<file path="src/design/cvd_pkg.sv">
`timescale 1ns / 1ps
// ----------------------------------------------------------------------------
// cvd_pkg: shared types and constants for the chunk verifier / descrambler
// Holds the register map, the front-end configuration bundle and the work
// entry that travels through the queue from front end to back end.
// ----------------------------------------------------------------------------
package cvd_pkg;

  // Largest chunk that is accepted as well-formed
  localparam int unsigned MaxChunk      = 1024;
  // Password bytes the descrambler can cycle through
  localparam int unsigned PasswordBytes = 32;
  // Depth of the queue between front end and back end
  localparam int unsigned FifoDepth     = 4;

  localparam int unsigned PwPosW   = 5;
  localparam int unsigned PwLenW   = 6;
  localparam int unsigned PwBits   = 256;
  localparam int unsigned CfgIdxW  = 3;
  localparam int unsigned CfgDataW = 64;

  // Checksum addends for a nonzero byte
  localparam logic [7:0] AddMaskHit  = 8'h24;
  localparam logic [7:0] AddMaskMiss = 8'h33;
  // Top bit pattern for the walking descramble mask
  localparam logic [7:0] WalkTop     = 8'h80;
  localparam logic [7:0] WalkBottom  = 8'h01;

  // Reset values of the configuration registers
  localparam logic [7:0]  PolarityReset = 8'h80;
  localparam logic [31:0] CarryReset    = 32'h8000_0000;

  // Register map
  typedef enum logic [CfgIdxW-1:0] {
    CfgPolarity = 3'd0,
    CfgCarry    = 3'd1,
    CfgPwLen    = 3'd2,
    CfgPwA      = 3'd3,
    CfgPwB      = 3'd4,
    CfgPwC      = 3'd5,
    CfgPwD      = 3'd6
  } cfg_idx_e;

  // Configuration seen by the front end
  typedef struct packed {
    logic [7:0]        polarity_mask;
    logic [PwLenW-1:0] pw_len;
    logic [PwBits-1:0] pw;
  } front_cfg_t;

  // One classified byte on its way to the back end
  typedef struct packed {
    logic [7:0]  decoded;
    logic [7:0]  data;
    logic [15:0] addend;
    logic        in_chunk;
    logic        start;
    logic        last;
    logic        first_of_image;
    logic [31:0] expected;
    logic        oversize;
  } work_t;

endpackage

</file>
<file path="src/design/cvd_ifs.sv">
`timescale 1ns / 1ps
// ----------------------------------------------------------------------------
// cvd stream interfaces
// Valid/ready channels for encoded input bytes and for decoded result bytes.
// ----------------------------------------------------------------------------
interface cvd_in_if;
  logic        valid;
  logic        ready;
  logic [7:0]  data_byte;
  logic        first_of_chunk;
  logic        first_of_image;
  logic [15:0] chunk_size;
  logic [31:0] expected_chunk_sum;

  modport source (output valid, data_byte, first_of_chunk, first_of_image, chunk_size,
                  expected_chunk_sum, input ready);
  modport sink (input valid, data_byte, first_of_chunk, first_of_image, chunk_size,
                expected_chunk_sum, output ready);
endinterface

interface cvd_out_if;
  logic        valid;
  logic        ready;
  logic [7:0]  decoded_byte;
  logic        last_of_chunk;
  logic [31:0] chunk_sum;
  logic        chunk_ok;
  logic        size_error;
  logic [31:0] image_sum;

  modport source (output valid, decoded_byte, last_of_chunk, chunk_sum, chunk_ok,
                  size_error, image_sum, input ready);
  modport sink (input valid, decoded_byte, last_of_chunk, chunk_sum, chunk_ok,
                size_error, image_sum, output ready);
endinterface

</file>
<file path="src/design/cvd_front.sv">
`timescale 1ns / 1ps
// ----------------------------------------------------------------------------
// cvd_front: byte intake and classification
// Tracks chunk framing and positions, descrambles each byte and works out its
// checksum addend, then pushes one work entry into the queue.
// ----------------------------------------------------------------------------
module cvd_front #(
  parameter int unsigned MaxChunk      = cvd_pkg::MaxChunk,
  parameter int unsigned PasswordBytes = cvd_pkg::PasswordBytes
) (
  input  logic                clk_i,
  input  logic                rst_ni,
  input  cvd_pkg::front_cfg_t cfg_i,
  cvd_in_if.sink              in_i,
  input  logic                full_i,
  output logic                push_o,
  output cvd_pkg::work_t      push_data_o
);

  logic [15:0]                  rem_q, rem_d;
  logic [7:0]                   bpos_q, bpos_d;
  logic [cvd_pkg::PwPosW-1:0]   ppos_q, ppos_d;
  logic [31:0]                  exp_q, exp_d;
  logic                         over_q, over_d;

  logic                         accept;
  logic [15:0]                  size_eff;
  logic [15:0]                  rem_cur;
  logic [7:0]                   bpos_cur;
  logic [cvd_pkg::PwPosW-1:0]   ppos_cur;
  logic [31:0]                  exp_cur;
  logic                         over_cur;
  logic [cvd_pkg::PwLenW-1:0]   pw_len;
  logic [cvd_pkg::PwLenW-1:0]   ppos_inc;
  logic [7:0]                   pw_byte;
  logic [2:0]                   walk;
  logic [7:0]                   decoded;
  logic                         in_chunk;

  assign in_i.ready = !full_i;
  assign accept     = in_i.valid && !full_i;
  assign push_o     = accept;

  // Pick the chunk context: fresh on the first byte, held otherwise
  always_comb begin
    size_eff = (in_i.chunk_size == 16'd0) ? 16'd1 : in_i.chunk_size;
    if (in_i.first_of_chunk) begin
      rem_cur  = size_eff;
      bpos_cur = 8'd0;
      ppos_cur = '0;
      exp_cur  = in_i.expected_chunk_sum;
      over_cur = (size_eff > 16'(MaxChunk));
    end else begin
      rem_cur  = rem_q;
      bpos_cur = bpos_q;
      ppos_cur = ppos_q;
      exp_cur  = exp_q;
      over_cur = over_q;
    end
  end

  // Descramble and advance the positions
  always_comb begin
    pw_len   = (cfg_i.pw_len > cvd_pkg::PwLenW'(PasswordBytes)) ?
               cvd_pkg::PwLenW'(PasswordBytes) : cfg_i.pw_len;
    pw_byte  = cfg_i.pw[{ppos_cur, 3'b000} +: 8];
    ppos_inc = {1'b0, ppos_cur} + cvd_pkg::PwLenW'(1);
    walk     = bpos_cur[2:0];

    if (pw_len == '0) begin
      ppos_d = ppos_cur;
    end else if (ppos_inc >= pw_len) begin
      ppos_d = '0;
    end else begin
      ppos_d = ppos_inc[cvd_pkg::PwPosW-1:0];
    end
    bpos_d = bpos_cur + 8'd1;

    decoded = in_i.data_byte
            ^ ((pw_len != '0) ? pw_byte : 8'd0)
            ^ (cvd_pkg::WalkTop >> walk)
            ^ (cvd_pkg::WalkBottom << walk)
            ^ bpos_cur;
  end

  // Classify the byte for the checksum
  always_comb begin
    in_chunk = (rem_cur != 16'd0);
    rem_d    = in_chunk ? (rem_cur - 16'd1) : rem_cur;
    exp_d    = exp_cur;
    over_d   = over_cur;

    push_data_o.decoded        = decoded;
    push_data_o.data           = in_i.data_byte;
    push_data_o.in_chunk       = in_chunk;
    push_data_o.start          = in_i.first_of_chunk;
    push_data_o.last           = in_chunk && (rem_cur == 16'd1);
    push_data_o.first_of_image = in_i.first_of_image;
    push_data_o.expected       = exp_cur;
    push_data_o.oversize       = over_cur;
    if (in_i.data_byte == 8'd0) begin
      push_data_o.addend = rem_cur;
    end else if ((in_i.data_byte & cfg_i.polarity_mask) != 8'd0) begin
      push_data_o.addend = {8'd0, cvd_pkg::AddMaskHit};
    end else begin
      push_data_o.addend = {8'd0, cvd_pkg::AddMaskMiss};
    end
  end

  // Update framing state on each accepted transaction
  always_ff @(posedge clk_i or negedge rst_ni) begin
    if (!rst_ni) begin
      rem_q  <= '0;
      bpos_q <= '0;
      ppos_q <= '0;
      exp_q  <= '0;
      over_q <= 1'b0;
    end else if (accept) begin
      rem_q  <= rem_d;
      bpos_q <= bpos_d;
      ppos_q <= ppos_d;
      exp_q  <= exp_d;
      over_q <= over_d;
    end
  end

endmodule

</file>
<file path="src/design/cvd_fifo.sv">
`timescale 1ns / 1ps
// ----------------------------------------------------------------------------
// cvd_fifo: work queue
// Small register queue that decouples the front end from the back end.
// ----------------------------------------------------------------------------
module cvd_fifo (
  input  logic           clk_i,
  input  logic           rst_ni,
  input  logic           push_i,
  input  cvd_pkg::work_t push_data_i,
  output logic           full_o,
  input  logic           pop_i,
  output logic           empty_o,
  output cvd_pkg::work_t head_o
);

  localparam int unsigned PtrW = $clog2(cvd_pkg::FifoDepth);
  localparam int unsigned CntW = $clog2(cvd_pkg::FifoDepth + 1);

  cvd_pkg::work_t    mem_q [cvd_pkg::FifoDepth];
  logic [PtrW-1:0]   wr_q, wr_d;
  logic [PtrW-1:0]   rd_q, rd_d;
  logic [CntW-1:0]   cnt_q, cnt_d;

  assign full_o  = (cnt_q == CntW'(cvd_pkg::FifoDepth));
  assign empty_o = (cnt_q == '0);
  assign head_o  = mem_q[rd_q];

  // Advance pointers and occupancy
  always_comb begin
    wr_d  = wr_q;
    rd_d  = rd_q;
    cnt_d = cnt_q;
    if (push_i) begin
      wr_d = (wr_q == PtrW'(cvd_pkg::FifoDepth - 1)) ? '0 : wr_q + PtrW'(1);
    end
    if (pop_i) begin
      rd_d = (rd_q == PtrW'(cvd_pkg::FifoDepth - 1)) ? '0 : rd_q + PtrW'(1);
    end
    if (push_i && !pop_i) begin
      cnt_d = cnt_q + CntW'(1);
    end else if (pop_i && !push_i) begin
      cnt_d = cnt_q - CntW'(1);
    end
  end

  always_ff @(posedge clk_i or negedge rst_ni) begin
    if (!rst_ni) begin
      wr_q  <= '0;
      rd_q  <= '0;
      cnt_q <= '0;
    end else begin
      wr_q  <= wr_d;
      rd_q  <= rd_d;
      cnt_q <= cnt_d;
    end
  end

  // Store the entry
  always_ff @(posedge clk_i) begin
    if (push_i) begin
      mem_q[wr_q] <= push_data_i;
    end
  end

endmodule

</file>
<file path="src/design/cvd_back.sv">
`timescale 1ns / 1ps
// ----------------------------------------------------------------------------
// cvd_back: checksum engine and result stage
// Three stages: accumulate the chunk sum, close it with the zero count, then
// fold it into the image sum and compare against the expected value.
// ----------------------------------------------------------------------------
module cvd_back (
  input  logic           clk_i,
  input  logic           rst_ni,
  input  logic [31:0]    carry_mask_i,
  input  logic           empty_i,
  input  cvd_pkg::work_t head_i,
  output logic           pop_o,
  cvd_out_if.source      out_o
);

  logic        en;

  // Accumulate stage
  logic [31:0] acc_q, acc_d;
  logic [15:0] zc_q, zc_d;
  logic        a_valid_q;
  logic        a_last_q;
  logic        a_foi_q;
  logic [7:0]  a_dec_q;
  logic [31:0] a_exp_q;
  logic        a_over_q;
  logic [31:0] acc_base;
  logic [15:0] zc_base;
  logic [31:0] acc_add;
  logic [31:0] acc_rot;

  // Close stage
  logic        b_valid_q;
  logic        b_last_q;
  logic        b_foi_q;
  logic [7:0]  b_dec_q;
  logic [31:0] b_exp_q;
  logic        b_over_q;
  logic [31:0] b_sum_q;

  // Result stage
  logic        c_valid_q;
  logic        c_last_q;
  logic [7:0]  c_dec_q;
  logic [31:0] c_sum_q;
  logic        c_ok_q;
  logic        c_over_q;
  logic [31:0] c_img_q;
  logic [31:0] img_q, img_d;
  logic [31:0] img_base;

  // Move the whole pipe when the result register can take a new transaction
  assign en    = !c_valid_q || out_o.ready;
  assign pop_o = en && !empty_i;

  // Apply one byte to the chunk accumulator
  always_comb begin
    acc_base = head_i.start ? 32'd0 : acc_q;
    zc_base  = head_i.start ? 16'd0 : zc_q;
    acc_add  = acc_base + {16'd0, head_i.addend};
    acc_rot  = {acc_add[30:0], ((acc_add & carry_mask_i) != 32'd0)};
    acc_d    = acc_q;
    zc_d     = zc_q;
    if (head_i.in_chunk) begin
      acc_d = acc_rot + {24'd0, head_i.data};
      zc_d  = zc_base + {15'd0, (head_i.data == 8'd0)};
    end
  end

  // Fold the finished chunk into the image sum
  always_comb begin
    img_base = b_foi_q ? 32'd0 : img_q;
    img_d    = b_last_q ? (img_base + b_sum_q) : img_base;
  end

  always_ff @(posedge clk_i or negedge rst_ni) begin
    if (!rst_ni) begin
      acc_q     <= '0;
      zc_q      <= '0;
      img_q     <= '0;
      a_valid_q <= 1'b0;
      b_valid_q <= 1'b0;
      c_valid_q <= 1'b0;
    end else if (en) begin
      a_valid_q <= pop_o;
      b_valid_q <= a_valid_q;
      c_valid_q <= b_valid_q;
      if (pop_o) begin
        acc_q <= acc_d;
        zc_q  <= zc_d;
      end
      if (b_valid_q) begin
        img_q <= img_d;
      end
    end
  end

  // Payload moves with the pipe
  always_ff @(posedge clk_i) begin
    if (en) begin
      a_last_q <= head_i.last;
      a_foi_q  <= head_i.first_of_image;
      a_dec_q  <= head_i.decoded;
      a_exp_q  <= head_i.expected;
      a_over_q <= head_i.oversize;

      b_last_q <= a_last_q;
      b_foi_q  <= a_foi_q;
      b_dec_q  <= a_dec_q;
      b_exp_q  <= a_exp_q;
      b_over_q <= a_over_q;
      b_sum_q  <= acc_q + {16'd0, zc_q};

      c_last_q <= b_last_q;
      c_dec_q  <= b_dec_q;
      c_sum_q  <= b_last_q ? b_sum_q : 32'd0;
      c_ok_q   <= b_last_q && !b_over_q && (b_sum_q == b_exp_q);
      c_over_q <= b_last_q && b_over_q;
      c_img_q  <= b_last_q ? img_d : 32'd0;
    end
  end

  assign out_o.valid         = c_valid_q;
  assign out_o.decoded_byte  = c_dec_q;
  assign out_o.last_of_chunk = c_last_q;
  assign out_o.chunk_sum     = c_sum_q;
  assign out_o.chunk_ok      = c_ok_q;
  assign out_o.size_error    = c_over_q;
  assign out_o.image_sum     = c_img_q;

endmodule

</file>
<file path="src/design/chunk_verify_and_descramble_top.sv">
`timescale 1ns / 1ps
// ----------------------------------------------------------------------------
// chunk_verify_and_descramble_top: firmware chunk checker and descrambler
// Verifies per-chunk checksums of an encoded image and returns every byte
// descrambled, with chunk and image sums reported on the last byte.
// ----------------------------------------------------------------------------
// One byte is taken per clock and one result leaves per clock when the sink
// keeps ready high. The front end decodes a byte in the cycle it is accepted
// and writes it to a four-entry queue; the back end's three-stage checksum
// pipe (accumulate, close, result) takes bytes from the queue, each stage
// registered. The chunk accumulator update (add, shift left with masked
// carry bit, add) is the feedback loop that sets the byte rate. Input ready
// drops only when the queue is full. Write configuration only while no
// bytes are in flight; password_length above 32 acts as 32 and chunk sizes
// above 1024 are flagged with size_error.
// ----------------------------------------------------------------------------
module chunk_verify_and_descramble_top #(
  parameter int unsigned MaxChunk      = cvd_pkg::MaxChunk,
  parameter int unsigned PasswordBytes = cvd_pkg::PasswordBytes
) (
  input  logic                          clk_i,
  input  logic                          rst_ni,
  input  logic                          cfg_we_i,
  input  logic [cvd_pkg::CfgIdxW-1:0]   cfg_idx_i,
  input  logic [cvd_pkg::CfgDataW-1:0]  cfg_wdata_i,
  cvd_in_if.sink                        in_i,
  cvd_out_if.source                     out_o
);

  logic [7:0]                   polarity_q;
  logic [31:0]                  carry_q;
  logic [cvd_pkg::PwLenW-1:0]   pw_len_q;
  logic [cvd_pkg::PwBits-1:0]   pw_q;

  cvd_pkg::front_cfg_t          front_cfg;
  cvd_pkg::work_t               push_data;
  cvd_pkg::work_t               head;
  logic                         push;
  logic                         pop;
  logic                         full;
  logic                         empty;

  // Configuration register file
  always_ff @(posedge clk_i or negedge rst_ni) begin
    if (!rst_ni) begin
      polarity_q <= cvd_pkg::PolarityReset;
      carry_q    <= cvd_pkg::CarryReset;
      pw_len_q   <= '0;
      pw_q       <= '0;
    end else if (cfg_we_i) begin
      unique case (cfg_idx_i)
        cvd_pkg::CfgPolarity: polarity_q    <= cfg_wdata_i[7:0];
        cvd_pkg::CfgCarry:    carry_q       <= cfg_wdata_i[31:0];
        cvd_pkg::CfgPwLen:    pw_len_q      <= cfg_wdata_i[cvd_pkg::PwLenW-1:0];
        cvd_pkg::CfgPwA:      pw_q[63:0]    <= cfg_wdata_i;
        cvd_pkg::CfgPwB:      pw_q[127:64]  <= cfg_wdata_i;
        cvd_pkg::CfgPwC:      pw_q[191:128] <= cfg_wdata_i;
        cvd_pkg::CfgPwD:      pw_q[255:192] <= cfg_wdata_i;
        default: begin
        end
      endcase
    end
  end

  assign front_cfg.polarity_mask = polarity_q;
  assign front_cfg.pw_len        = pw_len_q;
  assign front_cfg.pw            = pw_q;

  cvd_front #(
    .MaxChunk      (MaxChunk),
    .PasswordBytes (PasswordBytes)
  ) u_front (
    .clk_i       (clk_i),
    .rst_ni      (rst_ni),
    .cfg_i       (front_cfg),
    .in_i        (in_i),
    .full_i      (full),
    .push_o      (push),
    .push_data_o (push_data)
  );

  cvd_fifo u_fifo (
    .clk_i       (clk_i),
    .rst_ni      (rst_ni),
    .push_i      (push),
    .push_data_i (push_data),
    .full_o      (full),
    .pop_i       (pop),
    .empty_o     (empty),
    .head_o      (head)
  );

  cvd_back u_back (
    .clk_i        (clk_i),
    .rst_ni       (rst_ni),
    .carry_mask_i (carry_q),
    .empty_i      (empty),
    .head_i       (head),
    .pop_o        (pop),
    .out_o        (out_o)
  );

endmodule
</file>
<file path="src/flat_wrapper.sv">
// flat-port wrapper written by rule: the top's interface ports become plain ports
module chunk_verify_and_descramble_top_flat 
#(
  parameter int unsigned MaxChunk      = cvd_pkg::MaxChunk,
  parameter int unsigned PasswordBytes = cvd_pkg::PasswordBytes
)
  (clk_i, rst_ni, cfg_we_i, cfg_idx_i, cfg_wdata_i, in_i_valid, in_i_data_byte, in_i_first_of_chunk, in_i_first_of_image, in_i_chunk_size, in_i_expected_chunk_sum, in_i_ready, out_o_valid, out_o_decoded_byte, out_o_last_of_chunk, out_o_chunk_sum, out_o_chunk_ok, out_o_size_error, out_o_image_sum, out_o_ready);
  cvd_in_if in_i_i ();
  cvd_out_if out_o_i ();
  input  logic clk_i;
  input  logic rst_ni;
  input  logic cfg_we_i;
  input  logic [cvd_pkg::CfgIdxW-1:0] cfg_idx_i;
  input  logic [cvd_pkg::CfgDataW-1:0] cfg_wdata_i;
  input wire logic [$bits(in_i_i.valid)-1:0] in_i_valid;
  input wire logic [$bits(in_i_i.data_byte)-1:0] in_i_data_byte;
  input wire logic [$bits(in_i_i.first_of_chunk)-1:0] in_i_first_of_chunk;
  input wire logic [$bits(in_i_i.first_of_image)-1:0] in_i_first_of_image;
  input wire logic [$bits(in_i_i.chunk_size)-1:0] in_i_chunk_size;
  input wire logic [$bits(in_i_i.expected_chunk_sum)-1:0] in_i_expected_chunk_sum;
  output wire logic [$bits(in_i_i.ready)-1:0] in_i_ready;
  output wire logic [$bits(out_o_i.valid)-1:0] out_o_valid;
  output wire logic [$bits(out_o_i.decoded_byte)-1:0] out_o_decoded_byte;
  output wire logic [$bits(out_o_i.last_of_chunk)-1:0] out_o_last_of_chunk;
  output wire logic [$bits(out_o_i.chunk_sum)-1:0] out_o_chunk_sum;
  output wire logic [$bits(out_o_i.chunk_ok)-1:0] out_o_chunk_ok;
  output wire logic [$bits(out_o_i.size_error)-1:0] out_o_size_error;
  output wire logic [$bits(out_o_i.image_sum)-1:0] out_o_image_sum;
  input wire logic [$bits(out_o_i.ready)-1:0] out_o_ready;
  assign in_i_i.valid = in_i_valid;
  assign in_i_i.data_byte = in_i_data_byte;
  assign in_i_i.first_of_chunk = in_i_first_of_chunk;
  assign in_i_i.first_of_image = in_i_first_of_image;
  assign in_i_i.chunk_size = in_i_chunk_size;
  assign in_i_i.expected_chunk_sum = in_i_expected_chunk_sum;
  assign in_i_ready = in_i_i.ready;
  assign out_o_valid = out_o_i.valid;
  assign out_o_decoded_byte = out_o_i.decoded_byte;
  assign out_o_last_of_chunk = out_o_i.last_of_chunk;
  assign out_o_chunk_sum = out_o_i.chunk_sum;
  assign out_o_chunk_ok = out_o_i.chunk_ok;
  assign out_o_size_error = out_o_i.size_error;
  assign out_o_image_sum = out_o_i.image_sum;
  assign out_o_i.ready = out_o_ready;
  chunk_verify_and_descramble_top #(.MaxChunk(MaxChunk), .PasswordBytes(PasswordBytes)) u_core (.clk_i(clk_i), .rst_ni(rst_ni), .cfg_we_i(cfg_we_i), .cfg_idx_i(cfg_idx_i), .cfg_wdata_i(cfg_wdata_i), .in_i(in_i_i), .out_o(out_o_i));
endmodule
</file>
<file path="config.mk">
export PLATFORM = sky130hd
export DESIGN_NAME = chunk_verify_and_descramble_top_flat
export DESIGN_NICKNAME = d
export VERILOG_FILES = /design/src/design/cvd_pkg.sv /design/src/design/cvd_ifs.sv /design/src/design/cvd_front.sv /design/src/design/cvd_fifo.sv /design/src/design/cvd_back.sv /design/src/design/chunk_verify_and_descramble_top.sv /design/src/flat_wrapper.sv
export SDC_FILE = /design/constraint.sdc
export NUM_CORES = 2
export LEC_CHECK = 0
export ABC_AREA = 0
export BUFFER_PORTS_ARGS = -buffer_cell sky130_fd_sc_hd__buf_4
export CAP_MARGIN = 15
export CORE_MARGIN = 1.5
export CORE_UTILIZATION = 51
export CTS_CLUSTER_DIAMETER = 30
export DETAILED_ROUTE_END_ITERATION = 6
export GPL_ROUTABILITY_DRIVEN = 0
export PLACE_DENSITY = 0.7
export RECOVER_POWER = 25
export SYNTH_ARGS = -nofsm -noshare
export SYNTH_HDL_FRONTEND = slang
export SYNTH_SLANG_ARGS = --single-unit
export TNS_END_PERCENT = 10
</file>
<file path="constraint.sdc">
create_clock -name clk_i -period 7.6 [get_ports clk_i]
set_input_delay 0.76 -clock clk_i [delete_from_list [all_inputs] [get_ports clk_i]]
set_output_delay 0.76 -clock clk_i [all_outputs]
set_load 0.01 [all_outputs]
</file>
Yosys cells after proc, flatten, opt, wreduce, memory -nomap -nowiden

Memory sizes are Yosys's and may differ from the RTL's.
Index checks and enable logic that the tools add are counted.

Add/sub/neg operators: 12
Order comparisons: 3
Eq/ne operators: 11
Shift operators: 3
Mux-type cells: 23
Bitwise operators: 6
Reductions and logical operators: 35

Operators by type and width:

| cell                                                            | number |
|---|---|
| variable part select 256 x 9 -> 8 bit                           | 1 |
| two-way mux 32 bit                                              | 4 |
| two-way mux 16 bit                                              | 5 |
| adder 32 x 16 -> 32 bit                                         | 2 |
| adder 32 bit                                                    | 1 |
| adder 32 x 8 -> 32 bit                                          | 1 |
| bitwise AND 32 bit                                              | 1 |
| equality test 32 bit                                            | 1 |
| nonzero test 32 bit                                             | 1 |
| bitwise XOR 8 bit                                               | 4 |
| two-way mux 5 bit                                               | 4 |
| adder 16 x 1 -> 16 bit                                          | 1 |
| equality test 16 x 1 -> 1 bit, second input constant            | 1 |
| greater-than comparator 16 x 11 -> 1 bit, second input constant | 1 |
| zero test 16 bit                                                | 1 |
| zero test 8 bit                                                 | 2 |
| two-way mux 8 bit                                               | 2 |
| AND reduction 2 bit                                             | 8 |
| nonzero test 16 bit                                             | 1 |
| subtractor 16 x 1 -> 16 bit, second input constant              | 1 |
| equality test 3 bit, second input constant                      | 4 |
| adder 8 x 1 -> 8 bit, second input constant                     | 1 |
| bitwise AND 8 bit                                               | 1 |
| logical AND 1 bit                                               | 8 |
| 23 further kinds                                                | 36 |

Flip-flop bits (word level): 647
Memory bits (writable): 276
Bits of input ports: 130
Output and inout bits: 77
Word-level logic and storage cells: 132
Memories: 1

Memories:

| memory              | words | bits a word | read ports | clocked after Yosys merged registers in | write ports | RTL line       | RTL |
|---|---|---|---|---|---|---|---|
| u_core.u_fifo.mem_q | 4     | 69          | 1          | 0                                       | 1           | cvd_fifo.sv:20 | `cvd_pkg::work_t mem_q [cvd_pkg::FifoDepth];` |

Depth between registers and ports, before layout

Depth in word-level cells: 8
Mapped depth: 30
Gate-level depth less buffers: 27

Hierarchy

A second synthesis with hierarchy kept.

Cells, all modules: 3357
Area total of the unflattened synthesis: 44365.0 um^2

Modules (own cells, without submodules):

| module                          | times used | cells each | area an instance (um^2) | sequential area each (um^2) |
|---|---|---|---|---|
| cvd_back                        | 1          | 1385       | 15147.0                 | 7872.6 |
| chunk_verify_and_descramble_top | 1          | 644        | 11647.4                 | 7559.8 |
| cvd_fifo                        | 1          | 398        | 10447.5                 | 8463.1 |
| cvd_front                       | 1          | 930        | 7123.1                  | 1551.5 |

Worst setup path before layout

Ideal clock, no wire load.

Kind: in2reg
Start: in out_o_ready
End: reg u_core.u_back.zc_q[11]
Setup time: 128 ps
Arrival time: 7934 ps
Data required time: 7472 ps
Slack: -462 ps
Stages on the path: 8
Buffers on the path: 0
Path through: nand2b_1 o31ai_1 nand2b_1 nor2_1 nand2_1 nor2_1 nand3_1 xor2_1

Cells in the longest elaborated chain, start to end: 3

Ends and longest elaborated chain:

| item                                   | RTL line           | RTL |
|---|---|---|
| from (decl)                            | flat_wrapper.sv:29 | `input wire logic [$bits(out_o_i.ready)-1:0] out_o_ready;` |
| logical OR 1 bit *                     | cvd_back.sv:54     | `assign en = !c_valid_q \|\| out_o.ready;` |
| logical AND 1 bit                      | cvd_back.sv:55     | `assign pop_o = en && !empty_i;` |
| AND reduction 3 bit (no source line) * | -                  |  |
| to (signal assigned)                   | cvd_back.sv:91     | `zc_q <= zc_d;` |
| to (decl)                              | cvd_back.sv:21     | `logic [15:0] zc_q, zc_d;` |

Every way passes the cells marked *; elsewhere a longest branch is shown, timed or not.
A chain may end at the register's enable or synchronous reset.

Worst setup path after layout

Start: reg u_core.u_fifo.rd_q[0]
End: reg u_core.u_back.acc_q[22]

Cells in the longest elaborated chain, start to end: 6
Elaborated cells on any way between the ends: 7
Those cells by class: 2 x add/sub; 1 x mux; 1 x bitwise; 2 x reduce/logical; 1 x memory

Ends and longest elaborated chain:

| item                       | RTL line       | RTL |
|---|---|---|
| from (decl)                | cvd_fifo.sv:22 | `logic [PtrW-1:0] rd_q, rd_d;` |
| from (signal assigned)     | cvd_fifo.sv:54 | `rd_q <= rd_d;` |
| memory read (4 x 69 bit) * | -              |  |
| two-way mux 32 bit         | cvd_back.sv:59 | `acc_base = head_i.start ? 32'd0 : acc_q;` |
| adder 32 x 16 -> 32 bit    | cvd_back.sv:61 | `acc_add = acc_base + {16'd0, head_i.addend};` |
| bitwise AND 32 bit         | cvd_back.sv:62 | `acc_rot = {acc_add[30:0], ((acc_add & carry_mask_i) != 32'd0)};` |
| nonzero test 32 bit        | cvd_back.sv:62 |  |
| adder 32 x 8 -> 32 bit     | cvd_back.sv:66 | `acc_d = acc_rot + {24'd0, head_i.data};` |
| to (signal assigned)       | cvd_back.sv:79 | `acc_q <= '0;` |
| to (signal assigned)       | cvd_back.sv:90 | `acc_q <= acc_d;` |
| to (decl)                  | cvd_back.sv:20 | `logic [31:0] acc_q, acc_d;` |

Marked as above.

==> impl_metrics.toml <==
[grt]
first_global_vias = 29300
grt_max_degree = 145
gr-total-overflow = 0
grt_pass1_wl_um = 172000
use_met3_pct = 4.86
grt_usage_pct = 25.7
antenna_found_initial = 3
grt-busiest-layer = "met2"
grt_use_met2_pct = 40.7
met1_usage_pct = 35.2

[job]
maxCapViolCount = 9

[timing]
setup_violations = 0
min_period_over_period_pct = 94.4
finClkSkew_ns = 0.0224
fmax_ghz = 0.139
hold_viol = 0
slew_headroom_pct = -299
tightest_slew_ns = 5.98
fin_crit_ns = 7.18
slew_viol_final = 515

[setup_path]
rr_endpoint = "u_core.u_back.acc_q[22]$_DFFE_PN0P_"
critical_path.most_common_cell = "a21oi_1"
max_stage_delay_ns = 0.63
reg2reg_from = "u_core.u_fifo.rd_q[0]$_DFFE_PN0P_"
cp-startpoint = "u_core.u_fifo.rd_q[0]$_DFFE_PN0P_"
slowest_stage = "dfrtp_4"
cp.arrival_ns = 7.76
reg2reg_depth = 24
crit_chain = "buf_4 > mux4_2 > ha_2 > nand3_1 > nor2_1 > o2bb2ai_1 > a211oi_4 > or4_1 > a21oi_1 > a22o_1 > a2111oi_1 > nand4_1 > ha_1 > fa_1 > a21o_1 > a21oi_1 > o21bai_1 > a21oi_1 > o21ai_0 > nand2_1 > or4_4 > or3_1 > xor2_1 > o21ai_1"
cp_max_fo = 17
worstSetupStartpointType = "flip-flop"
end_kind = "flip-flop"
r2r_slack_ns = 0.42
cp_data_required_time_ns = 8.18
worstSetupPathType = "flip-flop to flip-flop"

[worst_hold_path]
hold_depth = 2
hold_path.class = "input pin to flip-flop"
hold_end = "u_core.pw_q[177]$_DFFE_PN0P_"
hp-start = "cfg_wdata_i[49]"

[routing]
drt_iter0_markers = 2524
vias = 28800
ant_nets = 0
routed_wl_um = 111000
firstDrtPassIters = 6
drc = 0
avgRoutedWirePerCell_um = 23.1
vias_per_cell = 6.01

[logic_synthesis]
synthesis.area_mm2 = 0.0434
yosysTopAreaCellShare_pct = 32.4
yosysTopAreaCell = "edfxtp_1"
syn-mean-instance-area_um2 = 13.4
yosys-top-cells-area = "edfxtp_1 32%, dfrtp_1 26%, mux2_2 9.8%"
yosysMostFrequentCell = "edfxtp_1"
syn_inst = 3239
synth_flop_cell = "edfxtp_1"
ys_types = 89
synth_warnings = 0
yosysSeqAreaShare_pct = 58.6
yosys_register_bits = 923
ys_top_cells_by_count = "469 x edfxtp_1, 452 x dfrtp_1, 377 x mux2_2, 180 x nor2_1, 165 x nand2_1"
async_flop_share_pct = 49.2
syn_nets = 3468
synth-edff-count = 469

[cells_and_area]
fin_nets = 3736
area_growth_pct = 20.2
drive_above_1_share_pct = 27.9
finish.utilization_pct = 62.1

[clock_tree]
root_buffer = "clkbuf_16"
clock-sinks = 923
cts_buffer_depth = 3
ctsHoldBuffers = 0
cts_made_buffers = 171
clock_latency_ns = 0.75
htreeDepth = 4
cts_tree = "done"
path_clk_slew_ns = 0.05

[floorplanning]
die_w_um = 295
die_h_um = 295
coreArea_mm2 = 0.0840
die_area_mm2 = 0.0869
initial_core_util_pct = 51.7
io-pin-count = 207
rows = 106

[power]
p_leak_nw = 20.8
power_mw = 23.4
p_per_area_mw_per_mm2 = 448
vdd_ir_drop_max_mv = 0.305

[placement]
place.detailed.hpwl_um = 72100
port_buffers = 206

[status]
status = "complete, but fails checks"
violations = "max-capacitance violations, max-slew violations"
[power by group]
part	switching (mW)	internal [mW]	leakage, nW
sequential	0.953	7.08	10.0
combinational	4.38	3.13	7.84
clock	2.67	5.18	2.93
[stage by stage]
stage	setup TNS [ns]	setup slack, ns	cells	cell area [um2]	hold WS (ns)
5_1_grt	-0.0533	-0.0494	4791	52200	0.250
4_1_cts	0	0.222	4785	52200	0.147
3_3_place_gp	0	0.561	4464	46100	0.404
6_report	0	0.424	4791	52200	0.278
3_5_place_dp	0	0.320	4464	46100	0.405
2_1_floorplan	0	0.415	3239	43400	0.400
[cell type report]
type / instances / area (um2)
Clock buffer: 206 / 4600
Antenna cell: 2 / 5.00
Fill cell: 6123 / 31800
Timing Repair Buffer: 263 / 1910
Sequential cell: 923 / 25500
Tap cell: 1134 / 1420
Inverter: 45 / 169
Clock inverter: 115 / 1460
Multi-Input combinational cell: 2103 / 17200
[registers in the layout, summed over array words and instances, names as in the netlist, 16 cells and up]
register / cells
u_core.u_back.img_q: 32
u_core.u_back.zc_q: 16
u_core.u_fifo.mem_q: 276
u_core.carry_q: 32
u_core.u_back.b_sum_q: 32
u_core.u_front.exp_q: 32
u_core.u_back.out_o.chunk_sum: 32
u_core.u_back.out_o.image_sum: 32
u_core.u_back.b_exp_q: 32
u_core.u_back.a_exp_q: 32
u_core.u_back.acc_q: 32
u_core.pw_q: 256
u_core.u_front.rem_q: 16
[repair_timing]
item	4_1_cts	5_1_grt
buffers inserted	0	2
endpoints found under the setup margin	0	15
resized for setup	0	10
[critical path, delay by kind of cell, from the launching register on]
family                     cells  cell delay, ns
AOI/OAI and AO/OA             11            1.94
xor gates and xnor gates       1            0.17
adders and majority gates      3            0.98
buffers and inverters          1            0.31
DFF                            1            0.63
muxes                          1            0.60
and+or+nand+nor                7            2.37
[placed cells by master, fill, tap and decap left out, types with 93 or more instances in the layout]
cell / Yosys / routed
mux2_2: 377 / 373
nor2_1: 180 / 180
mux2i_1: 117 / 116
edfxtp_1: 469 / 469
buf_4: 2 / 239
o21ai_0: 144 / 143
dfrtp_1: 452 / 448
clkbuf_16: 0 / 173
ha_1: 94 / 93
xnor2_1: 105 / 105
nand2_1: 165 / 165
[layer usage]
layer / routed length [um] / share of wire (%)
met5: 0 / 0
met4: 3980 / 3.6
met3: 7240 / 6.5
met2: 52800 / 48
met1: 46800 / 42
[how the worst max path moves through the flow]
stage,endpoint
after CTS,u_core.u_back.acc_q[22]$_DFFE_PN0P_
after global routing,u_core.u_back.acc_q[22]$_DFFE_PN0P_
after floorplan,u_core.u_back.acc_q[22]$_DFFE_PN0P_
final,u_core.u_back.acc_q[22]$_DFFE_PN0P_
after detailed placement,u_core.u_back.acc_q[22]$_DFFE_PN0P_
after global placement,u_core.u_back.acc_q[22]$_DFFE_PN0P_
[cells by family after synthesis]
logic type / count (synthesis) / share of synthesized area, %
DFF: 923 / 58.6
and+or+nand+nor: 722 / 8.37
muxes: 562 / 16.0
AOI/OAI and AO/OA: 547 / 8.54
buffers and inverters: 213 / 2.05
xor gates and xnor gates: 173 / 3.49
adders and majority gates: 99 / 2.94
(Power assumes the default switching activity.)
